<file path="config.mk">
export PLATFORM = sky130hd
export DESIGN_NAME = german_word_tokenizer_flat
export DESIGN_NICKNAME = d
export VERILOG_FILES = /design/src/design/gwt_pkg.sv /design/src/design/gwt_ifs.sv /design/src/design/german_word_tokenizer.sv /design/src/flat_wrapper.sv
export VERILOG_INCLUDE_DIRS = /design/src /design/src/design
export SDC_FILE = /design/constraint.sdc
export NUM_CORES = 1
export LEC_CHECK = 0
export BUFFER_PORTS_ARGS = -buffer_cell sky130_fd_sc_hd__buf_2
export CAP_MARGIN = 20
export CORE_ASPECT_RATIO = 1.25
export CORE_MARGIN = 2
export CORE_UTILIZATION = 50
export CTS_BUF_LIST = sky130_fd_sc_hd__clkbuf_4
export DETAILED_ROUTE_END_ITERATION = 8
export PLACE_DENSITY = 0.68
export SYNTH_ARGS = -nofsm -noshare
export SYNTH_HDL_FRONTEND = slang
export SYNTH_SLANG_ARGS = --single-unit
</file>
<file path="constraint.sdc">
create_clock -name i_clk -period 7.45 [get_ports i_clk]
set_input_delay 0.3725 -clock i_clk [delete_from_list [all_inputs] [get_ports i_clk]]
set_output_delay 0.3725 -clock i_clk [all_outputs]
set_load 0.005 [all_outputs]
</file>
<file path="src/design/german_word_tokenizer_assert.svh">
// ----------------------------------------------------------------------------
// German word tokenizer assertion macros
// Shorthand for the concurrent checks at the end of the top level.
// ----------------------------------------------------------------------------
`ifndef GERMAN_WORD_TOKENIZER_ASSERT_SVH
`define GERMAN_WORD_TOKENIZER_ASSERT_SVH

// same-cycle implication, disabled while reset is low
`define GWT_ASSERT_IMPL(label, clk, rst_n, ante, cons) \
    label: assert property (@(posedge clk) disable iff (!(rst_n)) (ante) |-> (cons)) \
        else $error("tokenizer check failed (same cycle)");

// next-cycle implication, disabled while reset is low
`define GWT_ASSERT_NEXT(label, clk, rst_n, ante, cons) \
    label: assert property (@(posedge clk) disable iff (!(rst_n)) (ante) |=> (cons)) \
        else $error("tokenizer check failed (next cycle)");

`endif

</file>
<file path="src/design/gwt_pkg.sv">
// ----------------------------------------------------------------------------
// gwt_pkg
// Types and constants shared by the German word tokenizer files.
// ----------------------------------------------------------------------------
package gwt_pkg;

    typedef enum logic [1:0] {
        KIND_WORD_BYTE  = 2'd0,
        KIND_WORD_END   = 2'd1,
        KIND_SPECIAL    = 2'd2,
        KIND_OVERLENGTH = 2'd3
    } t_kind;

    localparam int MAX_RESULTS = 4;
    localparam int RES_IDX_W   = $clog2(MAX_RESULTS);
    localparam int RES_CNT_W   = $clog2(MAX_RESULTS + 1);

    localparam logic [7:0] LEAD_BYTE      = 8'hC3;
    localparam logic [7:0] MAX_WORD_RESET = 8'd64;
    localparam logic [7:0] LEN_SATURATED  = 8'hFF;

    localparam logic [7:0] CHAR_LOW_A = 8'h61;  // 'a'
    localparam logic [7:0] CHAR_LOW_Z = 8'h7A;  // 'z'
    localparam logic [7:0] CHAR_UP_A  = 8'h41;  // 'A'
    localparam logic [7:0] CHAR_UP_Z  = 8'h5A;  // 'Z'

    // second bytes of the UTF-8 pairs after the lead byte
    localparam logic [7:0] TAIL_AE_UP = 8'h84;
    localparam logic [7:0] TAIL_OE_UP = 8'h96;
    localparam logic [7:0] TAIL_UE_UP = 8'h9C;
    localparam logic [7:0] TAIL_AE_LO = 8'hA4;
    localparam logic [7:0] TAIL_OE_LO = 8'hB6;
    localparam logic [7:0] TAIL_UE_LO = 8'hBC;
    localparam logic [7:0] TAIL_SZ    = 8'h9F;

    function automatic logic is_letter(input logic [7:0] b);
        return ((b >= CHAR_LOW_A) && (b <= CHAR_LOW_Z)) ||
               ((b >= CHAR_UP_A) && (b <= CHAR_UP_Z));
    endfunction

    function automatic logic is_pair_tail(input logic [7:0] b);
        return (b == TAIL_AE_UP) || (b == TAIL_OE_UP) || (b == TAIL_UE_UP) ||
               (b == TAIL_AE_LO) || (b == TAIL_OE_LO) || (b == TAIL_UE_LO) ||
               (b == TAIL_SZ);
    endfunction

endpackage

</file>
<file path="src/design/gwt_ifs.sv">
// ----------------------------------------------------------------------------
// German word tokenizer channels
// Valid/ready interfaces for the byte input, the token output and the
// configuration write channel.
// ----------------------------------------------------------------------------
interface gwt_in_if;
    logic       valid;
    logic       ready;
    logic [7:0] data_byte;
    logic       has_byte;
    logic       is_line_end;

    modport source (output valid, output data_byte, output has_byte,
                    output is_line_end, input ready);
    modport sink   (input valid, input data_byte, input has_byte,
                    input is_line_end, output ready);
endinterface

interface gwt_out_if;
    logic       valid;
    logic       ready;
    logic [7:0] token_byte;
    logic [1:0] token_kind;
    logic       last_of_run;

    modport source (output valid, output token_byte, output token_kind,
                    output last_of_run, input ready);
    modport sink   (input valid, input token_byte, input token_kind,
                    input last_of_run, output ready);
endinterface

interface gwt_cfg_if;
    logic       valid;
    logic       ready;
    logic [7:0] max_word_bytes;

    modport source (output valid, output max_word_bytes, input ready);
    modport sink   (input valid, input max_word_bytes, output ready);
endinterface

</file>
<file path="src/design/german_word_tokenizer.sv">
// ----------------------------------------------------------------------------
// german_word_tokenizer
// Splits a stream of line bytes into German words and special characters.
// ----------------------------------------------------------------------------
// Usage:
//   i_in   : one item per line byte (data_byte, has_byte, is_line_end).
//   o_out  : token items (token_byte, token_kind, last_of_run); the tokens of
//            one input item come out in order, last_of_run on the final one.
//   i_cfg  : writes max_word_bytes; always ready, write only while idle.
// Output: the first token of an item is offered in the cycle after the item
//   is accepted. An item yields zero to four tokens, held in a four-entry
//   result buffer and sent one per cycle while o_out.ready is high.
// Throughput: one item per cycle while each item yields at most one token
//   and o_out.ready stays high; the single output port sets the rate
//   otherwise. A new item is taken in the cycle the last buffered token leaves.
// Reset: synchronous, active low; clears the word and lead-byte state, the
//   buffer, and sets max_word_bytes to 64.
// Stall: while o_out.ready is low the offered token holds, and input is
//   held off once the buffer has tokens that cannot drain this cycle.
// ----------------------------------------------------------------------------
module german_word_tokenizer (
    input  logic     i_clk,
    input  logic     i_rst_n,
    gwt_in_if.sink   i_in,
    gwt_out_if.source o_out,
    gwt_cfg_if.sink  i_cfg
);
    import gwt_pkg::*;

    `include "german_word_tokenizer_assert.svh"

    logic [7:0]           r_max_word;
    logic                 r_in_word;
    logic [7:0]           r_word_len;
    logic                 r_lead_pending;
    logic [7:0]           r_q_byte [MAX_RESULTS];
    t_kind                r_q_kind [MAX_RESULTS];
    logic [RES_CNT_W-1:0] r_rem;
    logic [RES_IDX_W-1:0] r_head;

    logic [7:0]           n_byte [MAX_RESULTS];
    t_kind                n_kind [MAX_RESULTS];
    logic [RES_CNT_W-1:0] n_cnt;
    logic                 n_in_word;
    logic [7:0]           n_word_len;
    logic                 n_lead_pending;

    logic in_fire;
    logic out_fire;
    logic cfg_fire;

    assign out_fire = o_out.valid && o_out.ready;
    assign in_fire  = i_in.valid && i_in.ready;
    assign cfg_fire = i_cfg.valid && i_cfg.ready;

    assign i_cfg.ready = 1'b1;
    assign i_in.ready  = (r_rem == '0) ||
                         ((r_rem == RES_CNT_W'(1)) && o_out.ready);

    assign o_out.valid       = (r_rem != '0);
    assign o_out.token_byte  = r_q_byte[r_head];
    assign o_out.token_kind  = r_q_kind[r_head];
    assign o_out.last_of_run = (r_rem == RES_CNT_W'(1));

    // Classify the item and build its token list.
    always_comb begin
        logic [7:0] b;
        logic       plain;
        logic       grow;
        logic [1:0] added;
        logic [8:0] sum;

        b              = i_in.data_byte;
        plain          = 1'b0;
        grow           = 1'b0;
        added          = 2'd0;
        sum            = '0;
        n_cnt          = '0;
        n_in_word      = r_in_word;
        n_word_len     = r_word_len;
        n_lead_pending = r_lead_pending;
        for (int k = 0; k < MAX_RESULTS; k++) begin
            n_byte[k] = '0;
            n_kind[k] = KIND_WORD_BYTE;
        end

        if (i_in.has_byte) begin
            if (r_lead_pending) begin
                n_lead_pending = 1'b0;
                if (is_pair_tail(b)) begin
                    n_byte[n_cnt[RES_IDX_W-1:0]] = LEAD_BYTE;
                    n_kind[n_cnt[RES_IDX_W-1:0]] = KIND_WORD_BYTE;
                    n_cnt = n_cnt + RES_CNT_W'(1);
                    n_byte[n_cnt[RES_IDX_W-1:0]] = b;
                    n_kind[n_cnt[RES_IDX_W-1:0]] = KIND_WORD_BYTE;
                    n_cnt = n_cnt + RES_CNT_W'(1);
                    grow  = 1'b1;
                    added = 2'd2;
                end else begin
                    // unmatched lead: close word, pass lead on, then the byte
                    if (n_in_word) begin
                        n_kind[n_cnt[RES_IDX_W-1:0]] = KIND_WORD_END;
                        n_cnt = n_cnt + RES_CNT_W'(1);
                    end
                    n_byte[n_cnt[RES_IDX_W-1:0]] = LEAD_BYTE;
                    n_kind[n_cnt[RES_IDX_W-1:0]] = KIND_SPECIAL;
                    n_cnt      = n_cnt + RES_CNT_W'(1);
                    n_in_word  = 1'b0;
                    n_word_len = '0;
                    plain      = 1'b1;
                end
            end else begin
                plain = 1'b1;
            end

            if (plain) begin
                if (is_letter(b)) begin
                    n_byte[n_cnt[RES_IDX_W-1:0]] = b;
                    n_kind[n_cnt[RES_IDX_W-1:0]] = KIND_WORD_BYTE;
                    n_cnt = n_cnt + RES_CNT_W'(1);
                    grow  = 1'b1;
                    added = 2'd1;
                end else if (b == LEAD_BYTE) begin
                    n_lead_pending = 1'b1;
                end else begin
                    if (n_in_word) begin
                        n_kind[n_cnt[RES_IDX_W-1:0]] = KIND_WORD_END;
                        n_cnt = n_cnt + RES_CNT_W'(1);
                    end
                    n_byte[n_cnt[RES_IDX_W-1:0]] = b;
                    n_kind[n_cnt[RES_IDX_W-1:0]] = KIND_SPECIAL;
                    n_cnt      = n_cnt + RES_CNT_W'(1);
                    n_in_word  = 1'b0;
                    n_word_len = '0;
                end
            end

            if (grow) begin
                sum        = {1'b0, n_word_len} + {7'd0, added};
                n_word_len = sum[8] ? LEN_SATURATED : sum[7:0];
                n_in_word  = 1'b1;
                if (n_word_len >= r_max_word) begin
                    n_kind[n_cnt[RES_IDX_W-1:0]] = KIND_OVERLENGTH;
                    n_cnt      = n_cnt + RES_CNT_W'(1);
                    n_in_word  = 1'b0;
                    n_word_len = '0;
                end
            end
        end

        if (i_in.is_line_end) begin
            if (n_in_word) begin
                n_kind[n_cnt[RES_IDX_W-1:0]] = KIND_WORD_END;
                n_cnt = n_cnt + RES_CNT_W'(1);
            end
            if (n_lead_pending) begin
                n_byte[n_cnt[RES_IDX_W-1:0]] = LEAD_BYTE;
                n_kind[n_cnt[RES_IDX_W-1:0]] = KIND_SPECIAL;
                n_cnt = n_cnt + RES_CNT_W'(1);
            end
            n_in_word      = 1'b0;
            n_word_len     = '0;
            n_lead_pending = 1'b0;
        end
    end

    always_ff @(posedge i_clk) begin
        if (!i_rst_n) begin
            r_max_word     <= MAX_WORD_RESET;
            r_in_word      <= 1'b0;
            r_word_len     <= '0;
            r_lead_pending <= 1'b0;
            r_rem          <= '0;
            r_head         <= '0;
        end else begin
            if (cfg_fire) begin
                r_max_word <= i_cfg.max_word_bytes;
            end
            if (in_fire) begin
                r_in_word      <= n_in_word;
                r_word_len     <= n_word_len;
                r_lead_pending <= n_lead_pending;
                r_rem          <= n_cnt;
                r_head         <= '0;
            end else if (out_fire) begin
                // advance to the next buffered token
                r_rem  <= r_rem - RES_CNT_W'(1);
                r_head <= r_head + RES_IDX_W'(1);
            end
        end
    end

    always_ff @(posedge i_clk) begin
        if (in_fire) begin
            for (int k = 0; k < MAX_RESULTS; k++) begin
                r_q_byte[k] <= n_byte[k];
                r_q_kind[k] <= n_kind[k];
            end
        end
    end

    `GWT_ASSERT_IMPL(a_len_zero_when_closed, i_clk, i_rst_n, !r_in_word, r_word_len == '0)
    `GWT_ASSERT_NEXT(a_line_end_clears, i_clk, i_rst_n, in_fire && i_in.is_line_end, !r_in_word && !r_lead_pending && (r_word_len == '0))
    `GWT_ASSERT_NEXT(a_stall_holds_head, i_clk, i_rst_n, o_out.valid && !o_out.ready && !in_fire, $stable(r_head) && $stable(r_rem))

endmodule

</file>
<file path="src/flat_wrapper.sv">
// flat-port wrapper written by rule: the top's interface ports become plain ports
module german_word_tokenizer_flat import gwt_pkg::*;
  (i_clk, i_rst_n, i_in_valid, i_in_data_byte, i_in_has_byte, i_in_is_line_end, i_in_ready, o_out_valid, o_out_token_byte, o_out_token_kind, o_out_last_of_run, o_out_ready, i_cfg_valid, i_cfg_max_word_bytes, i_cfg_ready);
  gwt_in_if i_in_i ();
  gwt_out_if o_out_i ();
  gwt_cfg_if i_cfg_i ();
  input  logic i_clk;
  input  logic i_rst_n;
  input wire logic [$bits(i_in_i.valid)-1:0] i_in_valid;
  input wire logic [$bits(i_in_i.data_byte)-1:0] i_in_data_byte;
  input wire logic [$bits(i_in_i.has_byte)-1:0] i_in_has_byte;
  input wire logic [$bits(i_in_i.is_line_end)-1:0] i_in_is_line_end;
  output wire logic [$bits(i_in_i.ready)-1:0] i_in_ready;
  output wire logic [$bits(o_out_i.valid)-1:0] o_out_valid;
  output wire logic [$bits(o_out_i.token_byte)-1:0] o_out_token_byte;
  output wire logic [$bits(o_out_i.token_kind)-1:0] o_out_token_kind;
  output wire logic [$bits(o_out_i.last_of_run)-1:0] o_out_last_of_run;
  input wire logic [$bits(o_out_i.ready)-1:0] o_out_ready;
  input wire logic [$bits(i_cfg_i.valid)-1:0] i_cfg_valid;
  input wire logic [$bits(i_cfg_i.max_word_bytes)-1:0] i_cfg_max_word_bytes;
  output wire logic [$bits(i_cfg_i.ready)-1:0] i_cfg_ready;
  assign i_in_i.valid = i_in_valid;
  assign i_in_i.data_byte = i_in_data_byte;
  assign i_in_i.has_byte = i_in_has_byte;
  assign i_in_i.is_line_end = i_in_is_line_end;
  assign i_in_ready = i_in_i.ready;
  assign o_out_valid = o_out_i.valid;
  assign o_out_token_byte = o_out_i.token_byte;
  assign o_out_token_kind = o_out_i.token_kind;
  assign o_out_last_of_run = o_out_i.last_of_run;
  assign o_out_i.ready = o_out_ready;
  assign i_cfg_i.valid = i_cfg_valid;
  assign i_cfg_i.max_word_bytes = i_cfg_max_word_bytes;
  assign i_cfg_ready = i_cfg_i.ready;
  german_word_tokenizer u_core (.i_clk(i_clk), .i_rst_n(i_rst_n), .i_in(i_in_i), .o_out(o_out_i), .i_cfg(i_cfg_i));
endmodule
</file>
==> flow_metrics.py <==
metrics = {
    "detailed_routing": {
        "drtPass1Iterations": 4,
        "wire_per_inst_um": 16.3,
        "drt-initial-drc-count": 248,
        "drc": 0,
        "route.vias.total": 3685,
        "vias_per_cell": 5.79,
        "drt_wl_total_um": 10400,
        "ant_nets": 0,
    },
    "critical_path": {
        "r2r-start": "u_core.r_lead_pending",
        "worstReg2RegEnd": "u_core.r_rem[2]",
        "r2r_cells": 25,
        "slowest_stage": "or3_1",
        "crit_path_end_kind": "flop",
        "crit_type": "primary input to flop",
        "cp_slowest_stage_delay_ns": 0.52,
        "critPathMaxFanout": 21,
        "critical_path_arrival_ns": 6.62,
        "ff2ff_setup_slack_ns": 1.57,
        "critPathRequiredTime_ns": 7.81,
        "startpoint_type": "primary input",
        "critPathCapture": "u_core.r_rem[2]",
        "crit_top_cell": "ha_1",
        "critPathLaunch": "i_in_data_byte[0]",
    },
    "hold_path": {
        "hold_class": "primary input to flop",
        "hold_path_depth": 3,
    },
    "grt": {
        "track_usage_pct": 22.1,
        "grt_pass1_wl_um": 17700,
        "grt_overflow_total": 0,
        "grt_max_degree": 50,
        "grt_pass1_vias": 3599,
        "antenna_found_initial": 0,
    },
    "cts": {
        "clock_sinks": 65,
        "clk_path_buf_depth": 2,
        "cts_htree_levels": 3,
        "clockRootBuffer": "clkbuf_4",
        "postCtsHoldBufs": 0,
        "post_cts_buffers": 0,
        "cts_resized": 0,
        "cts_buffers": 9,
        "tritoncts": "yes",
        "clk-insertion-delay-late_ns": 0.43,
        "cts.clk_slew.worst_paths_ns": 0.10,
    },
    "power_and_ir_drop": {
        "power_density_nw_per_um2": 198,
        "switching_share_pct": 31.9,
        "p_seq_share_pct": 51.7,
        "clockPowerShare_pct": 19.6,
        "p_leak_nw": 2.06,
        "vdd_drop_max_mv": 0.177,
        "internal-power_w": 0.000664,
        "p_sw_w": 0.000311,
        "pwr-share-comb_pct": 28.7,
    },
    "logic_synthesis": {
        "synth_cell_types": 78,
        "synth_edf_count": 40,
        "synth_seq_cells": 65,
        "synthesis.nets": 540,
        "syn_inst": 483,
        "yosysWarnings": 0,
        "syn_avg_cell_area_um2": 9.53,
        "ys_async_sr_fraction_pct": 0,
        "synth_ff_type": "edfxtp_1",
        "mappedNetlistArea_um2": 4600,
        "ys_seq_area_share_pct": 37.0,
    },
    "placed_design": {
        "hpwl_um": 7810,
        "io_buffer_count": 35,
        "place_congestion": 0.847,
        "post-place-cells": 621,
    },
    "die": {
        "start_util_pct": 51.0,
        "die_area_um2": 10000,
        "die_w_um": 89.8,
        "die_height_um": 111,
        "rows": 39,
        "coreArea_um2": 9030,
        "io_pins": 37,
    },
    "flow_run": {
        "drv_cap": 0,
    },
    "finish": {
        "final_nets": 566,
        "syn2layout_area_growth_pct": 6.96,
        "fill_cells": 834,
        "drive_gt1_share_pct": 15.0,
        "diodes": 0,
        "stdcell_count": 636,
    },
    "sta": {
        "finalCriticalPeriod_ns": 6.26,
        "tightest_slew_ns": 0.978,
        "setup_tns_ns": 0,
        "finalHoldViolCount": 0,
        "setup_viol": 0,
        "maxSlewViolCount": 0,
        "rsz0062_at_grt": "false",
        "max_freq_mhz": 160,
        "slew_headroom_pct": 34.2,
        "period_share_pct": 84.0,
        "clock_skew_ns": 0.0152,
    },
    "outcome": {
        "status": "finished clean",
    },
}
through the flow:
| stage | util, % | cell area [um^2] | worst slack [ns] | total power [W] | hold slack (ns) |
|---|---|---|---|---|---|
| after global placement | 53.4 | 4820 | 0.964 | 0.000785 | 0.493 |
| after floorplan | - | 4600 | 1.61 | 0.000700 | 0.461 |
| after global routing | 54.6 | 4920 | 0.635 | 0.00104 | 0.133 |
| after detailed placement | 53.4 | 4820 | 0.681 | 0.000798 | 0.504 |
| after CTS | 54.6 | 4920 | 1.18 | 0.000988 | 0.132 |
| final | 54.6 | 4920 | 1.19 | 0.000975 | 0.153 |
state kept, by name, indices dropped and copies added, names as in the netlist, named ones only:
| signal | cells |
|---|---|
| u_core.r_head | 2 |
| u_core.r_in_word | 1 |
| u_core.r_lead_pending | 1 |
| u_core.r_max_word | 8 |
| u_core.r_q_byte | 32 |
| u_core.r_q_kind | 8 |
| u_core.r_rem | 3 |
| u_core.r_word_len | 8 |
cell type report:
cell class | instances | area [um^2] | area share [%]
Multi-Input combinational cell | 360 | 2640 | 53.6
Timing Repair Buffer | 38 | 198 | 4.01
Inverter | 35 | 131 | 2.67
Clock inverter | 3 | 11.3 | 0.229
Sequential cell | 65 | 1700 | 34.6
Clock buffer | 12 | 90.1 | 1.83
Tap cell | 123 | 154 | 3.13
synth_stat cells (4+ instances only):
cell / n / share of area [%]
nand2b_1: 7 / 0.95
nand3_1: 9 / 0.98
buf_2: 4 / 0.43
edfxtp_1: 40 / 26
inv_1: 31 / 2.5
nor2b_1: 18 / 2.4
nor3_1: 6 / 0.65
dfxtp_1: 25 / 11
a21oi_1: 17 / 1.8
mux2i_1: 9 / 2.0
clkbuf_1: 11 / 0.90
a21o_1: 8 / 1.3
nor2_1: 24 / 2.0
o21ai_0: 31 / 3.4
xnor2_1: 7 / 1.3
ha_1: 33 / 9.0
mux4_2: 10 / 4.9
buf_6: 4 / 0.98
a22oi_1: 9 / 1.5
and3_1: 11 / 1.5
a31oi_1: 7 / 0.95
and2_1: 14 / 1.9
a211oi_1: 5 / 0.82
o211ai_1: 4 / 0.65
o21bai_1: 4 / 0.65
nand2_1: 61 / 5.0
worst max-delay path: cells and delay by family:
kind	cells	cell delay [ns]
buffers and inverters	3	0.60
AND/OR/NAND/NOR	10	2.20
AO/OA/AOI/OAI	9	1.87
adder cells (fa/ha/maj)	5	1.43
XOR/XNOR	1	0.16
worst min-delay path by stage:
stage / start / to / slack, ns
2_1_floorplan: u_core.r_max_word[6] / u_core.r_max_word[6] / 0.46
3_3_place_gp: u_core.r_max_word[6] / u_core.r_max_word[6] / 0.49
3_5_place_dp: u_core.r_max_word[6] / u_core.r_max_word[6] / 0.50
4_1_cts: i_cfg_max_word_bytes[6] / u_core.r_max_word[6] / 0.13
5_1_grt: i_cfg_max_word_bytes[6] / u_core.r_max_word[6] / 0.13
6_report: i_cfg_max_word_bytes[6] / u_core.r_max_word[6] / 0.15
layer usage:
| layer | global-route usage, % | vias up | wire, um |
|---|---|---|---|
| li1 | - | 1810 | - |
| met1 | 25.9 | 1761 | 4350 |
| met2 | 38.9 | 89 | 5260 |
| met3 | 4.01 | 25 | 408 |
| met4 | 11.2 | 0 | 354 |
| met5 | 0 | - | 0 |
cell families after synthesis:
family / after synthesis / share of synthesized area [%]
AND/OR/NAND/NOR: 165 / 18.4
AO/OA/AOI/OAI: 129 / 19.9
flip-flops: 65 / 37.0
buffers and inverters: 58 / 5.73
adder cells (fa/ha/maj): 35 / 9.62
multiplexers: 20 / 7.09
XOR/XNOR: 10 / 2.20
other: 1 / 0.0814
cell usage in the layout, fill, tap and decap left out, drive strengths merged, types with 3 or more instances in the layout:
master  netlist  layout
nor2         25      25
nand2        61      61
mux4         10      10
clkinv        2       5
clkbuf       11      12
a22oi        10      10
a31oi         7       7
nand3         9       9
a21o          8       8
inv          33      33
a21oi        17      17
nor2b        18      18
a211oi        5       5
o21a          3       3
o21bai        4       4
nand2b        8       8
xnor2         7       7
a221oi        3       3
buf          12      38
nor3          7       7
o221ai        3       3
edfxtp       40      40
dfxtp        25      25
mux2i         9       9
ha           33      33
o31ai         4       4
o211ai        4       4
and2         14      14
and3         12      12
a21boi        4       4
o21ai        34      34
power groups by stage:
stage,sequential [W],combinational [W],clock (W)
2_1_floorplan,0.000493,0.000207,0
3_3_place_gp,0.000511,0.000274,0
3_5_place_dp,0.000515,0.000283,0
4_1_cts,0.000507,0.000283,0.000198
5_1_grt,0.000516,0.000311,0.000215
6_report,0.000505,0.000280,0.000191
Power figures use the tool's default switching activity.
